==> src/sv/sfpc_pkg.sv <==
// sfpc_pkg: shared types and constants for the sync-framed packet checker
// no dependencies; imported by sfpc_parser and sync_framed_packet_checker

package sfpc_pkg;

    localparam logic [7:0] SYNC_FIRST         = 8'h75;
    localparam logic [7:0] SYNC_SECOND        = 8'h65;
    localparam logic [7:0] WANTED_DESC_RST    = 8'h01;
    localparam logic [7:0] WANTED_FIELD_RST   = 8'hF1;

    localparam int         OUT_TDATA_W        = 64;
    localparam int         APB_ADDR_W         = 3;

    // register indexes, taken from paddr[2]
    localparam logic       REG_WANTED_DESC    = 1'b0;
    localparam logic       REG_WANTED_FIELD   = 1'b1;

    typedef enum logic [2:0] {
        PH_SYNC1   = 3'd0,
        PH_SYNC2   = 3'd1,
        PH_DESC    = 3'd2,
        PH_LEN     = 3'd3,
        PH_PAYLOAD = 3'd4,
        PH_CKHI    = 3'd5,
        PH_CKLO    = 3'd6
    } t_phase;

    typedef struct packed {
        logic [15:0] received_checksum;
        logic [15:0] computed_checksum;
        logic        wanted;
        logic        checksum_ok;
        logic [7:0]  first_field;
        logic [7:0]  payload_length;
        logic [7:0]  descriptor;
    } t_result;

endpackage

==> src/sv/sfpc_parser.sv <==
// sfpc_parser: frame state machine, running fletcher-style sums modulo 256 and result forming
// depends on sfpc_pkg; one byte is consumed in each cycle that i_valid is high

module sfpc_parser (
    input  logic              i_clk,
    input  logic              i_rst_n,
    input  logic              i_valid,
    input  logic [7:0]        i_byte,
    input  logic [7:0]        i_wanted_desc,
    input  logic [7:0]        i_wanted_field,
    output logic              o_emit,
    output sfpc_pkg::t_result o_result
);
    import sfpc_pkg::*;

    t_phase      r_phase,   n_phase;
    logic [7:0]  r_sum1,    n_sum1;
    logic [7:0]  r_sum2,    n_sum2;
    logic [7:0]  r_desc,    n_desc;
    logic [7:0]  r_len,     n_len;
    logic [7:0]  r_left,    n_left;
    logic [1:0]  r_pidx,    n_pidx;
    logic [7:0]  r_field,   n_field;
    logic [7:0]  r_ckhi,    n_ckhi;

    logic [7:0]  w_acc1;
    logic [7:0]  w_acc2;
    logic [7:0]  w_left_dec;
    logic [15:0] w_comp;
    logic [15:0] w_recv;

    assign w_acc1     = r_sum1 + i_byte;
    assign w_acc2     = r_sum2 + w_acc1;
    assign w_left_dec = r_left - 8'd1;
    assign w_comp     = {r_sum1, r_sum2};
    assign w_recv     = {r_ckhi, i_byte};

    always_comb begin
        n_phase = r_phase;
        n_sum1  = r_sum1;
        n_sum2  = r_sum2;
        n_desc  = r_desc;
        n_len   = r_len;
        n_left  = r_left;
        n_pidx  = r_pidx;
        n_field = r_field;
        n_ckhi  = r_ckhi;
        case (r_phase)
            PH_SYNC2: begin
                if (i_byte == SYNC_SECOND) begin
                    n_sum1  = w_acc1;
                    n_sum2  = w_acc2;
                    n_phase = PH_DESC;
                end else if (i_byte == SYNC_FIRST) begin
                    // broken pair, restart the hunt from this byte
                    n_sum1  = SYNC_FIRST;
                    n_sum2  = SYNC_FIRST;
                    n_field = '0;
                    n_pidx  = '0;
                    n_phase = PH_SYNC2;
                end else begin
                    n_phase = PH_SYNC1;
                end
            end
            PH_DESC: begin
                n_desc  = i_byte;
                n_sum1  = w_acc1;
                n_sum2  = w_acc2;
                n_phase = PH_LEN;
            end
            PH_LEN: begin
                n_len   = i_byte;
                n_left  = i_byte;
                n_pidx  = '0;
                n_sum1  = w_acc1;
                n_sum2  = w_acc2;
                n_phase = (i_byte == 8'd0) ? PH_CKHI : PH_PAYLOAD;
            end
            PH_PAYLOAD: begin
                if (r_pidx == 2'd1) begin
                    n_field = i_byte;
                end
                // index saturates, only positions 0 and 1 matter
                if (r_pidx != 2'd2) begin
                    n_pidx = r_pidx + 2'd1;
                end
                n_sum1 = w_acc1;
                n_sum2 = w_acc2;
                n_left = w_left_dec;
                if (w_left_dec == 8'd0) begin
                    n_phase = PH_CKHI;
                end
            end
            PH_CKHI: begin
                n_ckhi  = i_byte;
                n_phase = PH_CKLO;
            end
            PH_CKLO: begin
                n_phase = PH_SYNC1;
            end
            default: begin
                if (i_byte == SYNC_FIRST) begin
                    n_sum1  = SYNC_FIRST;
                    n_sum2  = SYNC_FIRST;
                    n_field = '0;
                    n_pidx  = '0;
                    n_phase = PH_SYNC2;
                end else begin
                    n_phase = PH_SYNC1;
                end
            end
        endcase
    end

    always_ff @(posedge i_clk) begin
        if (!i_rst_n) begin
            r_phase <= PH_SYNC1;
            r_sum1  <= '0;
            r_sum2  <= '0;
            r_desc  <= '0;
            r_len   <= '0;
            r_left  <= '0;
            r_pidx  <= '0;
            r_field <= '0;
            r_ckhi  <= '0;
        end else if (i_valid) begin
            r_phase <= n_phase;
            r_sum1  <= n_sum1;
            r_sum2  <= n_sum2;
            r_desc  <= n_desc;
            r_len   <= n_len;
            r_left  <= n_left;
            r_pidx  <= n_pidx;
            r_field <= n_field;
            r_ckhi  <= n_ckhi;
        end
    end

    assign o_emit                     = (r_phase == PH_CKLO);
    assign o_result.descriptor        = r_desc;
    assign o_result.payload_length    = r_len;
    assign o_result.first_field       = r_field;
    assign o_result.checksum_ok       = (w_comp == w_recv);
    assign o_result.wanted            = (r_desc == i_wanted_desc) &&
                                        (r_field == i_wanted_field);
    assign o_result.computed_checksum = w_comp;
    assign o_result.received_checksum = w_recv;

    a_back_to_hunt: assert property (@(posedge i_clk) disable iff (!i_rst_n)
        i_valid && r_phase == PH_CKLO |=> r_phase == PH_SYNC1)
        else $error("phase did not return to hunt after checksum beat");

    a_sync_sums: assert property (@(posedge i_clk) disable iff (!i_rst_n)
        r_phase == PH_SYNC2 |-> r_sum1 == SYNC_FIRST && r_sum2 == SYNC_FIRST)
        else $error("running sums not seeded by first sync byte");

    a_payload_left: assert property (@(posedge i_clk) disable iff (!i_rst_n)
        r_phase == PH_PAYLOAD |-> r_left != 8'd0)
        else $error("payload phase with no bytes left");

endmodule

==> config.mk <==
export PLATFORM = sky130hd
export DESIGN_NAME = sfpc_parser
export DESIGN_NICKNAME = d
export VERILOG_FILES = /design/src/sv/sfpc_pkg.sv /design/src/sv/sfpc_parser.sv
export SDC_FILE = /design/constraint.sdc
export NUM_CORES = 1
export LEC_CHECK = 0
export BUFFER_PORTS_ARGS = -buffer_cell sky130_fd_sc_hd__clkbuf_2
export CELL_PAD_IN_SITES_DETAIL_PLACEMENT = 0
export CELL_PAD_IN_SITES_GLOBAL_PLACEMENT = 1
export CORE_MARGIN = 3
export CORE_UTILIZATION = 34
export CTS_BUF_LIST = sky130_fd_sc_hd__clkbuf_16
export DETAILED_ROUTE_END_ITERATION = 7
export HOLD_SLACK_MARGIN = 0.15
export PLACE_DENSITY = 0.81
export RECOVER_POWER = 25
export SYNTH_ARGS = -nofsm -noshare
export SYNTH_HDL_FRONTEND = slang
export SYNTH_SLANG_ARGS = --single-unit
==> constraint.sdc <==
create_clock -name i_clk -period 7.8 [get_ports i_clk]
set_clock_uncertainty 0.05 [all_clocks]
set_input_delay 1.95 -clock i_clk [delete_from_list [all_inputs] [get_ports i_clk]]
set_output_delay 1.95 -clock i_clk [all_outputs]
set_load 0.02 [all_outputs]
[After elaboration in Yosys (flattened, before gate mapping)]
Index checks and enable logic that the tools add are counted.
Storage, ports and cells
  word-level logic and storage cells: 69
  bits in registers: 61
Cells by class
  bitwise operators: 3
  add/sub/neg operators: 4
  reduce and logical (&&, ||, !) cells: 16
  equality and inequality tests: 17
  multiplexer cells: 20
Operators with widths (count)
  8-bit case mux with 3 select lines: 3
  8-bit two-way mux: 7
  3-bit case mux with 6 select lines: 1
  8-bit adder: 2
  16-bit equality test: 1
  8-bit by 7-bit equality test with 1-bit output, second input constant: 2
  8-bit equality test: 2
  8-bit zero test: 2
  8-bit case mux with 2 select lines: 1
  2-bit AND reduction: 6
  2-bit inequality test, second input constant: 5
  3-bit equality test, second input constant: 3
  2-bit two-way mux: 4
  2-bit case mux with 4 select lines: 1
  4-bit AND reduction: 2
  8-bit by 1-bit subtractor with 8-bit output, second input constant: 1
  3-bit by 2-bit equality test with 1-bit output, second input constant: 2
  3-bit OR reduction: 2
  4-bit OR reduction: 1
  3-bit by 1-bit equality test with 1-bit output, second input constant: 1
  3-bit two-way mux: 1
  1-bit inverter: 3
  2-bit by 1-bit adder with 2-bit output, second input constant: 1
  2-bit by 1-bit equality test with 1-bit output, second input constant: 1
  other kinds (4): 5

[Longest topological paths before layout]
Gate-level depths: netlist (run 1).
  depth in word-level cells: 4
  mapped depth: 13
  gate-level depth less buffers: 13

[Least setup slack after synthesis (run 1)]
OpenSTA, ideal clock, no wires.
  path type: input -> output
  from: input i_byte[4]
  to: output o_result[24] (netlist bit)
  arrival time: 3.218 ns
  data required time: 5.800 ns
  stages on the path: 4
  slack: 2.582 ns
  path buffers: 1
  cell sequence: buf_1 xnor2_1 nand4_1 nor4_1
RTL lines
  start, declared: line sfpc_parser.sv:8  | input logic [7:0] i_byte,
  end, declared: line sfpc_parser.sv:12  | output sfpc_pkg::t_result o_result

==> results of run 1 <==
## power by group
part	switching (W)	total, W	internal (W)
Clock	0.000146	0.000391	0.000245
Combinational	0.0000323	0.0000508	0.0000185
Sequential	0.000000229	0.000312	0.000312
## final cells by class
class                   count  area [um2]
multi-input cells         331        2210
inverters                  17        63.8
well taps                 136         170
flip-flops and latches     61        1220
fillers                  1066        6060
repair buffers             87         403
clock inverters             7        66.3
clock buffers               9         225
## logic make-up (layout without fill, tap and decap cells)
kind of cell | count (synthesis) | after routing | share of synthesized area [%]
DFF | 61 | 61 | 33.3
and+or+nand+nor | 147 | 147 | 19.1
buffers and inverters | 48 | 120 | 6.45
xor gates and xnor gates | 47 | 47 | 11.6
adders and majority gates | 20 | 20 | 7.23
muxes | 11 | 11 | 3.00
AOI/OAI and AO/OA | 106 | 106 | 19.3
## metal layers
metal / global-route usage (%) / vias to the layer above / wire, um
li1: - / 1678 / -
met1: 25.3 / 1632 / 5090
met2: 28.3 / 130 / 4790
met3: 4.35 / 11 / 795
met4: 5.70 / 0 / 167
met5: 0 / - / 0
## flip-flops by register name, indices dropped and copies added, names as in the netlist
register and flops:
r_ckhi 8, r_desc 8, r_field 8, r_left 8
r_len 8, r_phase 3, r_pidx 2, r_sum1 8
r_sum2 8
## placed cells by master (no fill, tap or decap), types with 6 or more instances in the layout
cell,netlist,final
a21oi_1,48,48
a22o_2,8,8
clkbuf_1,12,28
clkbuf_16,0,9
clkbuf_2,0,58
dfxtp_1,61,61
ha_1,18,18
inv_1,16,16
mux2i_1,11,11
nand2_1,53,53
nand3_1,7,7
nand4_1,11,11
nor2_1,36,36
nor3_1,17,17
o21ai_0,11,11
xnor2_1,40,40
xor2_1,6,6
## how the worst max path moves through the flow
| stage | cells after the start | slack [ns] | end | startpoint |
|---|---|---|---|---|
| finish | 5 | 2.64 | o_result[24] | i_byte[4] |
| global route | 5 | 2.59 | o_result[24] | i_byte[4] |
| CTS | 5 | 2.69 | o_result[24] | i_byte[4] |
| detailed placement | 5 | 2.68 | o_result[24] | i_byte[4] |
| global placement | 5 | 2.76 | o_result[24] | i_byte[4] |
| floorplan | 4 | 2.58 | o_result[24] | i_byte[4] |
## metrics by stage
stage | cells | instance area [um2] | setup WS (ns)
floorplan | 440 | 3670 | 2.58
global route | 648 | 4360 | 2.59
CTS | 648 | 4400 | 2.69
finish | 648 | 4360 | 2.64
global placement | 632 | 4110 | 2.76
detailed placement | 632 | 4110 | 2.68
## critical path: cells and delay by family
| family | cells | cell delay (ns) |
|---|---|---|
| buffers and inverters | 2 | 0.48 |
| AND/OR/NAND/NOR | 2 | 0.47 |
| XOR/XNOR | 1 | 0.24 |
==> results.txt, run 1 <==
hold_sp: r_len[3]$_SDFFE_PN0P_
area grow syn2layout: 18.9%
WHS Endpoint: r_len[3]$_SDFFE_PN0P_
outcome: finished clean
Yosys warning count: 0
die width: 110 um
cell area after synthesis: 3670 um2
via count: 3,451
Top cell by count, worst path: clkbuf_2
clock buffer depth: 2
drt wl/cell: 16.7 um
Final Max Tran Viols: 0
synthesized area per cell: 8.34 um2
layout cell share with drive strength beyond 1: 17.6%
Crit Reg-Reg Endpoint: r_sum2[7]$_SDFFE_PN0P_
CTS tree: yes
Hold Path Depth: 2
# hold bufs at CTS: 0
top-count cell post-synth: dfxtp_1
DR DRC count: 0
crit path cell chain: clkbuf_2, xnor2_1, nand4_1, nor4_1, clkbuf_2
CTS buffer count: 9
Power Dens Cells: 173 nW/um2
postcts setup bufs: 0
Setup CP Type: primary input to output pin
RR Startpoint: r_sum1[0]$_SDFFE_PN0P_
setup TNS: 0 ns
effective utilization at floorplan: 35.2%
Placer Congestion: 0.853
die height: 110 um
routed vias/inst: 5.33
vias in the first global route: 3,233
synth top area cells: dfxtp_1 (33%), xnor2_1 (9.5%), a21oi_1 (6.5%)
slowest CP cell: nor4_1
worst path arrival time: 3.16 ns
clock sinks: 61
worst rel slew slack: 37.9%
VDD IR max: 0.0602 mV
first-pass GRT wire length: 17.0 mm
row cnt: 37
fin util: 41.9%
Critical Path Source Type: primary input
delay of the slowest critical-path stage: 0.38 ns
final period utilization: 66.1%
total gr overflow: 0
critical path fanouts, max: 13
total wire length after detailed routing: 10.8 mm
RSZ-0062 raised after global routing: no
r2r setup slk: 4.58 ns
R2R cell count: 13
Total GRT Usage: 18.4%
Design Power: 0.000754 W
Synth async-reset ratio: 0%
# port buffers: 85
most common library cells after synthesis: dfxtp_1 (61), nand2_1 (53), a21oi_1 (48), xnor2_1 (40), nor2_1 (36)
CORE AREA: 10,400 um2
Final Hold Slack: 0.406 ns
die area: 12,100 um2
Critical Path End Type: output pin
Synth Instances: 440
Max Cap Viol: 0
P_leak: 1.67 nW
Synth Register Bits: 61
H-tree depth: 3
DR iter-0 viols: 369
Post-DP HPWL: 7.96 mm
number of flops mapped to enable cells by yosys: 0
IO Pins: 86
register area share after synthesis: 33.3%
top cell type's share of synthesized area: 33.3%
area leader, netlist: dfxtp_1
Fin. Hold Viols: 0
largest net degree at the start of global routing: 38
post-route ant nets: 0
drt first pass iters: 5
clock slew at reported path FFs: 0.05 ns
min cycle time layout: 5.16 ns
post-synth net total: 487
PostCTS Resize Cnt: 0
Clk Latency, worst-skew pair: 0.34 ns
ANT cells: 0
Final #Nets: 554
Worst Hold Class: flop to flop
ys flop type: dfxtp_1
WP data required: 5.80 ns
initial antenna violation count: 0
Worst Tran Pin Value: 0.930 ns
synth unique cells: 56
root buffer selected by CTS: clkbuf_16
final setup fails: 0
f_max: 0.194 GHz
Power figures use the tool's default switching activity.
==> run 2: changes to the inputs <==
clock period = 5.1 ns   (was 7.8 ns; I/O delays follow)
==> results.txt, run 2 (synthesis results as in run 1) <==
total gr overflow: 0 (unchanged)
r2r setup slk: 1.88 ns (was 4.58 ns)
clock buffer depth: 2 (unchanged)
R2R cell count: 13 (unchanged)
Hold Path Depth: 2 (unchanged)
PostCTS Resize Cnt: 0 (unchanged)
outcome: finished clean (unchanged)
P_leak: 1.66 nW (was 1.67 nW)
H-tree depth: 3 (unchanged)
Final #Nets: 554 (unchanged)
Internal: 0.000875 W (was 0.000576 W)
commonest non-fill, non-tap cells in the layout: dfxtp_1 (61), clkbuf_2 (55), nand2_1 (53), a21oi_1 (48), xnor2_1 (40) (was dfxtp_1 (61), clkbuf_2 (58), nand2_1 (53), a21oi_1 (48), xnor2_1 (40))
Final Max Tran Viols: 0 (unchanged)
post-route ant nets: 0 (unchanged)
initial antenna violation count: 0 (unchanged)
switching power: 0.000260 W (was 0.000179 W)
total wire length after detailed routing: 10.5 mm (was 10.8 mm)
VDD IR max: 0.172 mV (was 0.0602 mV)
final setup fails: 0 (unchanged)
largest net degree at the start of global routing: 32 (was 38)
routed vias/inst: 5.23 (was 5.33)
drt wl/cell: 16.2 um (was 16.7 um)
Placer Congestion: 0.856 (was 0.853)
worst rel slew slack: 30.5% (was 37.9%)
first-pass GRT wire length: 17.1 mm (was 17.0 mm)
Design Power: 0.00114 W (was 0.000754 W)
clock sinks: 61 (unchanged)
Gate power share: 6.9% (was 6.7%)
sw frac: 22.9% (was 23.7%)
Power Dens Cells: 261 nW/um2 (was 173 nW/um2)
Worst Tran Pin Value: 1.04 ns (was 0.930 ns)
Crit Reg-Reg Endpoint: r_sum2[7]$_SDFFE_PN0P_ (unchanged)
clock slew at reported path FFs: 0.05 ns (about the same)
DR DRC count: 0 (unchanged)
RSZ-0062 raised after global routing: no (unchanged)
WHS Endpoint: r_len[2]$_SDFFE_PN0P_ (was r_len[3]$_SDFFE_PN0P_)
CTS tree: yes (unchanged)
die height: 110 um (unchanged)
root buffer selected by CTS: clkbuf_16 (unchanged)
WP data required: 5.30 ns (was 5.80 ns)
vias in the first global route: 3,260 (was 3,233)
RR Startpoint: r_sum1[0]$_SDFFE_PN0P_ (unchanged)
worst path arrival time: 4.27 ns (was 3.16 ns)
Sequential Power Share: 42.1% (was 41.4%)
min cycle time layout: 4.06 ns
ANT cells: 0 (unchanged)
commonest non-fill, non-tap cell in the layout: dfxtp_1 (unchanged)
drt first pass iters: 4 (was 5)
Clk pwr share: 51.0% (was 51.9%)
CTS buffer count: 9 (unchanged)
setup TNS: 0 ns (unchanged)
Worst Hold Class: flop to flop (unchanged)
critical path fanouts, max: 9 (was 13)
Total GRT Usage: 18.2% (was 18.4%)
effective utilization at floorplan: 35.2% (unchanged)
DR iter-0 viols: 194 (was 369)
layout cell share with drive strength beyond 1: 17.2% (was 17.6%)
hold_sp: r_len[2]$_SDFFE_PN0P_ (was r_len[3]$_SDFFE_PN0P_)
area grow syn2layout: 18.7% (was 18.9%)
final period utilization: 79.7%
f_max: 0.246 GHz
Post-DP HPWL: 7.71 mm (was 7.96 mm)
# hold bufs at CTS: 0 (unchanged)
Fin. Hold Viols: 0 (unchanged)
row cnt: 37 (unchanged)
Critical Path Source Type: primary input (unchanged)
Max Cap Viol: 0 (unchanged)
postcts setup bufs: 0 (unchanged)
Clk Latency, worst-skew pair: 0.32 ns (was 0.34 ns)
# port buffers: 85 (unchanged)
die width: 110 um (unchanged)
IO Pins: 86 (unchanged)
fin util: 41.8% (was 41.9%)
die area: 12,100 um2 (unchanged)
Setup CP Type: primary input to flop (was primary input to output pin)
critical path startpoint: i_byte[0] (was i_byte[4])
CORE AREA: 10,400 um2 (unchanged)
Critical Path End Type: flop (was output pin)
via count: 3,385 (was 3,451)
==> run 2: power groups by stage <==
stage          clock, W  combinational, W  sequential [W]
2_1_floorplan         0         0.0000526        0.000488
3_3_place_gp          0         0.0000769        0.000488
3_5_place_dp          0         0.0000786        0.000488
4_1_cts        0.000592         0.0000790        0.000477
5_1_grt        0.000613         0.0000857        0.000477
6_report       0.000579         0.0000786        0.000478
==> run 2: layout make-up <==
cell class	instances	area, um2
clock buffers	9	225
clock inverters	6	55.1
fillers	1069	6060
inverters	17	63.8
multi-input cells	331	2220
flip-flops and latches	61	1220
well taps	136	170
repair buffers	87	403
==> run 2: worst max-delay path: stages <==
cell and delay [ns]:
clkbuf_2 0.20, ha_1 0.29, fa_1 0.41, a21o_1 0.17
a21oi_1 0.21, o21bai_1 0.09, a21oi_1 0.18, xnor2_1 0.13
ha_1 0.33, o21ai_0 0.08, a22oi_1 0.16, xnor3_1 0.26
or3_1 0.32, a31oi_1 0.15
==> run 2: worst max path at each step <==
stage | slack [ns] | cells after the start | endpoint
floorplan | 1.21 | 13 | r_sum2[7]$_SDFFE_PN0P_
global placement | 0.83 | 14 | r_sum2[7]$_SDFFE_PN0P_
detailed placement | 0.73 | 14 | r_sum2[7]$_SDFFE_PN0P_
CTS | 1.06 | 14 | r_sum2[7]$_SDFFE_PN0P_
global route | 0.85 | 14 | r_sum2[7]$_SDFFE_PN0P_
finish | 1.04 | 14 | r_sum2[7]$_SDFFE_PN0P_
==> run 2: per-stage QoR <==
| stage | worst slack [ns] | instances | hold slack (ns) | instance area, um2 |
|---|---|---|---|---|
| 2_1_floorplan | 1.21 | 440 | 0.410 | 3670 |
| 3_3_place_gp | 0.827 | 632 | 0.403 | 4110 |
| 3_5_place_dp | 0.727 | 632 | 0.407 | 4110 |
| 6_report | 1.04 | 647 | 0.409 | 4360 |
| 4_1_cts | 1.06 | 647 | 0.415 | 4390 |
| 5_1_grt | 0.847 | 647 | 0.432 | 4360 |
==> run 2: routing by layer <==
metal	GRT usage, %	vias to the layer above	wire length, um
met1	25.4	1578	5120
met4	6.50	0	142
li1	-	1682	-
met2	27.9	115	4650
met5	0	-	0
met3	3.41	10	589
